$ cat config.mk
export PLATFORM = sky130hd
export DESIGN_NAME = stlm_ram
export DESIGN_NICKNAME = d
export VERILOG_FILES = /design/src/rtl/core/stlm_ram.sv
export SDC_FILE = /design/constraint.sdc
export NUM_CORES = 2
export LEC_CHECK = 0
export BUFFER_PORTS_ARGS = -buffer_cell sky130_fd_sc_hd__buf_2
export CORE_UTILIZATION = 35
export CTS_CLUSTER_SIZE = 16
export DETAILED_ROUTE_END_ITERATION = 7
export HOLD_SLACK_MARGIN = 0.08
export PLACE_DENSITY_LB_ADDON = 0.2
export SYNTH_ARGS = -nofsm -noshare
export SYNTH_HDL_FRONTEND = slang
export SYNTH_SLANG_ARGS = --single-unit
$ cat constraint.sdc
create_clock -name clock -period 7.09 [get_ports clock]
set_input_delay 0 -clock clock [delete_from_list [all_inputs] [get_ports clock]]
set_output_delay 0 -clock clock [all_outputs]
set_load 0.03 [all_outputs]
$ cat src/rtl/core/stlm_ram.sv
// ----------------------------------------------------------------------------
// stlm_ram
// Generic simple dual-port RAM: one write port, one read port with a
// registered, enabled read.
// ----------------------------------------------------------------------------
module stlm_ram #(
   parameter int WIDTH = 24,
   parameter int DEPTH = 128
) (
   input  logic                     clock,
   input  logic                     wr_en,
   input  logic [$clog2(DEPTH)-1:0] wr_addr,
   input  logic [WIDTH-1:0]         wr_data,
   input  logic                     rd_en,
   input  logic [$clog2(DEPTH)-1:0] rd_addr,
   output logic [WIDTH-1:0]         rd_data
);

   logic [WIDTH-1:0] mem_ff [DEPTH];
   logic [WIDTH-1:0] rd_data_ff;

   always_ff @(posedge clock) begin
      if (wr_en) begin
         mem_ff[wr_addr] <= wr_data;
      end
      if (rd_en) begin
         rd_data_ff <= mem_ff[rd_addr];
      end
   end

   assign rd_data = rd_data_ff;

endmodule

* Yosys cells after proc, flatten, opt, wreduce, memory -nomap -nowiden
Memory sizes are Yosys's and may differ from the RTL's. A register that Yosys moved wholly into a read port is not among the register bits.
Cells that the tools add are included.
** Operators by class
- Mux-type cells :: 2
** Operators by type and width (number)
- 1-bit two-way mux :: 2
** Word-level totals
- Output and inout port bits :: 24
- Bits of input ports :: 41
- Memories :: 1
- Logic and storage cells :: 3
- RAM bits :: 3072
- Bits in registers :: 0
** Memory list
- mem_ff :: words 128, width 24, rd ports 1, clocked after Yosys merged registers in 1, write ports 1, RTL line 19 : logic [WIDTH-1:0] mem_ff [DEPTH];

* Logic depth before layout (Yosys ltp)
- Word-level depth :: 2
- Gate-level depth with buffers :: 8
- Depth with buffers taken out :: 4

* Least setup slack after synthesis
OpenSTA, ideal clock, no wires.
- Path type :: input-to-reg
- From :: in rd_addr[0]
- To :: reg rd_data_ff[0], in the netlist rd_data[0], read port of mem_ff (data pin)
- Library setup time :: 260 ps
- Required time :: 6830 ps
- Slack :: 4314 ps
- Stages :: 7
- Data arrival time :: 2517 ps
- Path buffers :: 3
- Cell sequence :: clkbuf_1 buf_2 clkbuf_1 mux4_2 mux4_2 mux4_2 mux2_2
** RTL lines
- start, declared :: RTL line 15 : input logic [$clog2(DEPTH)-1:0] rd_addr,
- end, declared :: RTL line 20 : logic [WIDTH-1:0] rd_data_ff;

==> flow_metrics.tcl <==
set metrics [dict create \
    power_density_over_the_cells_nw_per_um2 287 \
    synth_area_leader_cell "edfxtp_1" \
    cts_resized 0 \
    drive_gt1_share_pct 36.1 \
    crit_slowest_cell "mux4_2" \
    yosysWarnings 0 \
    r2r.worst_path.cells 5 \
    place_hpwl_mm 177 \
    hold_viol 0 \
    die-area_um2 338000 \
    hold_path.class "in2reg" \
    post-route-period-util_pct 47.1 \
    final_net_count 4973 \
    timing.critical_path.max_delay_family "multiplexers" \
    critPathArrivalTime_ns 4.01 \
    critical_path.reg2reg.startpoint "mem_ff[125][14]" \
    yosys_most_used_dff "edfxtp_1" \
    worst_pin_slew_ns 1.17 \
    area_growth_pct 15.8 \
    preCtsSetupSlack_ns 3.04 \
    avgRoutedWirePerCell_um 34.2 \
    finalSetupViolations 0 \
    clock_tree_from_tritoncts "yes" \
    timing.final.ws_setup_ns 3.75 \
    placeableCoreArea_um2 334000 \
    startpoint_type "input pin" \
    mean_area_per_synthesized_cell_um2 25.9 \
    max_freq_mhz 300 \
    slew_headroom_pct 21.6 \
    synth_area_um2 118000 \
    maxCapViolations 0 \
    critical_path.cell_chain "buf_12, buf_12, mux4_2, mux4_2, mux4_2, mux2_2, dlygate4sd3_1" \
    cellLeakagePower_nw 41.2 \
    grt_first_pass_wirelength_mm 451 \
    dieHeight_um 582 \
    ioPinCount 65 \
    drtPass1Iterations 5 \
    drtIter0Drc 6405 \
    hold-path-cell-count 3 \
    synth_nets 4579 \
    ys_async_sr_fraction_pct 0 \
    post-place-cells 8948 \
    clk-insertion-delay-late_ns 0.93 \
    regArea_um2 93000 \
    via_count_of_the_first_global_routing_pass 54362 \
    synth_commonest_cells "3,096 x edfxtp_1, 1,008 x mux4_2, 151 x clkbuf_1" \
    cts_root_buffer "clkbuf_16" \
    grt_remaining_overflow 0 \
    rsz0062_at_grt "false" \
    core.rowCount 212 \
    totalNegativeSetupSlack_ns 0 \
    detail-route-antenna-nets 0 \
    edff_count_synth 3096 \
    cts_buffer_depth 4 \
    final_number_of_max_transition_violations 0 \
    outcome "completed" \
    grt_antenna_before_repair 65 \
    vias_per_cell 5.49 \
    synthMostInstantiatedCell "edfxtp_1" \
    synth_seq_cells 3096 \
    worst_setup_path_startpoint "rd_addr[0]" \
    power_mw 39.1 \
    crit_path_max_incr_delay_ns 0.62 \
    setup.worst_path.class "in2reg" \
    cp.buffers_inverters 3 \
    final.setup_skew_ns 0.0494 \
    total_via_count_after_detailed_routing 52771 \
    clkSinkCount 3096 \
    timing.hold.worst.start "rd_addr[3]" \
    effective_utilization_at_floorplan_pct 35.2 \
    yosysUniqueCellTypes 15 \
    numCtsBuffers 329 \
    cp_num_cells 7 \
    port_buffers 64 \
    place_congestion 0.747 \
    crit_path_max_fanout 80 \
    htree_levels 5 \
    synth.top_cell.area_share_pct 79.0 \
    multi_input_area_um2 24600 \
    layout_min_cycle_time_ns 3.34 \
    synthTopCellsByArea "edfxtp_1 79%, mux4_2 19%, clkbuf_1 0.48%" \
    path_clk_slew_ns 0.06 \
    whs_ns 0.141 \
    grt_use_total_pct 19.3 \
    detail_route.wirelength_mm 328 \
    worst-endpoint-required_ns 7.76 \
    fillCellCount 28611 \
    cells_after_synthesis 4538 \
    grt_max_degree 116 \
    ys_seq_area_share_pct 79.0 \
    worst_path_most_repeated_cell "mux4_2" \
    floorplan.die.width_um 582 \
    peak_vdd_ir_v 0.000195 \
    fin_cells 9613 \
    worst_setup_path_end_kind "flop" \
    drt_drc_violations_left 0 \
]
## tightest hold or removal path, stage by stage
cell    delay, ns
buf_4        0.32
mux4_2       0.45
mux2_2       0.14
## metrics by stage
stage                     instance area, µm²  utilization, %
after floorplan                       118000               -
after global placement                125000            37.5
after detailed placement              125000            37.5
after CTS                             136000            40.7
after global routing                  136000            40.8
final                                 136000            40.8
## routing by layer
layer	wire, µm	vias to the layer above	track usage, %
li1	-	20846	-
met1	136000	29640	26.5
met2	155000	1847	30.4
met3	28300	412	5.25
met4	9170	26	5.48
met5	155	-	0
## state kept, by name, summed over array words and instances, names as in the netlist
signal   flops
rd_data     24
mem_ff    3072
## cell type report
| cell class | instances | share of cell area, % |
|---|---|---|
| clock buffers | 411 | 6.32 |
| diodes | 38 | 0.0698 |
| clock inverters | 176 | 1.35 |
| multi-input cells | 1202 | 18.1 |
| repair buffers | 303 | 1.86 |
| flip-flops and latches | 3096 | 68.3 |
| well taps | 4387 | 4.03 |
## cell families (layout without fill, tap and decap cells)
kind of cell	count (synthesis)	after routing	synth area share, %
buffers and inverters	240	890	0.836
flip-flops	3096	3096	79.0
multiplexers	1032	1032	19.5
other	0	38	0
AND/OR/NAND/NOR	170	170	0.593
## final timing paths
| check | slack, ns | end |
|---|---|---|
| worst max-delay path | 3.75 | rd_data[14] |
| worst min-delay path | 0.14 | rd_data[23] |
| worst max register to register | 3.95 | rd_data[14] |
| worst min register to register | 1.21 | rd_data[17] |
## cells in the final DEF, fill, tap and decap left out
cell type	instances
clkbuf_1	79
nand2_2	3
inv_16	6
buf_8	3
or3_1	1
nand2b_1	2
clkinv_2	53
nand4_1	3
clkinv_16	3
bufinv_16	28
clkbuf_16	332
edfxtp_1	3096
clkinv_8	12
diode_2	38
nor2b_1	7
inv_6	5
buf_2	34
nor2_1	3
clkinv_4	1
buf_4	208
nand3_1	8
clkinv_1	64
buf_12	18
mux4_2	1008
clkinvlp_4	4
nor2_4	119
nand2_1	11
nand3_2	4
mux2_2	24
nor3_2	9
dlygate4sd3_1	40
## power by group
part	switching, mW	total, mW	internal (mW)
clock	7.17	16.8	9.68
sequential	0.0528	20.3	20.2
combinational	1.24	1.98	0.741
## timing repair
item	4_1_cts	5_1_grt
hold buffers	40	0
endpoints found under the hold margin	1906	0
setup buffers	0	0
Power figures use the tool's default switching activity.
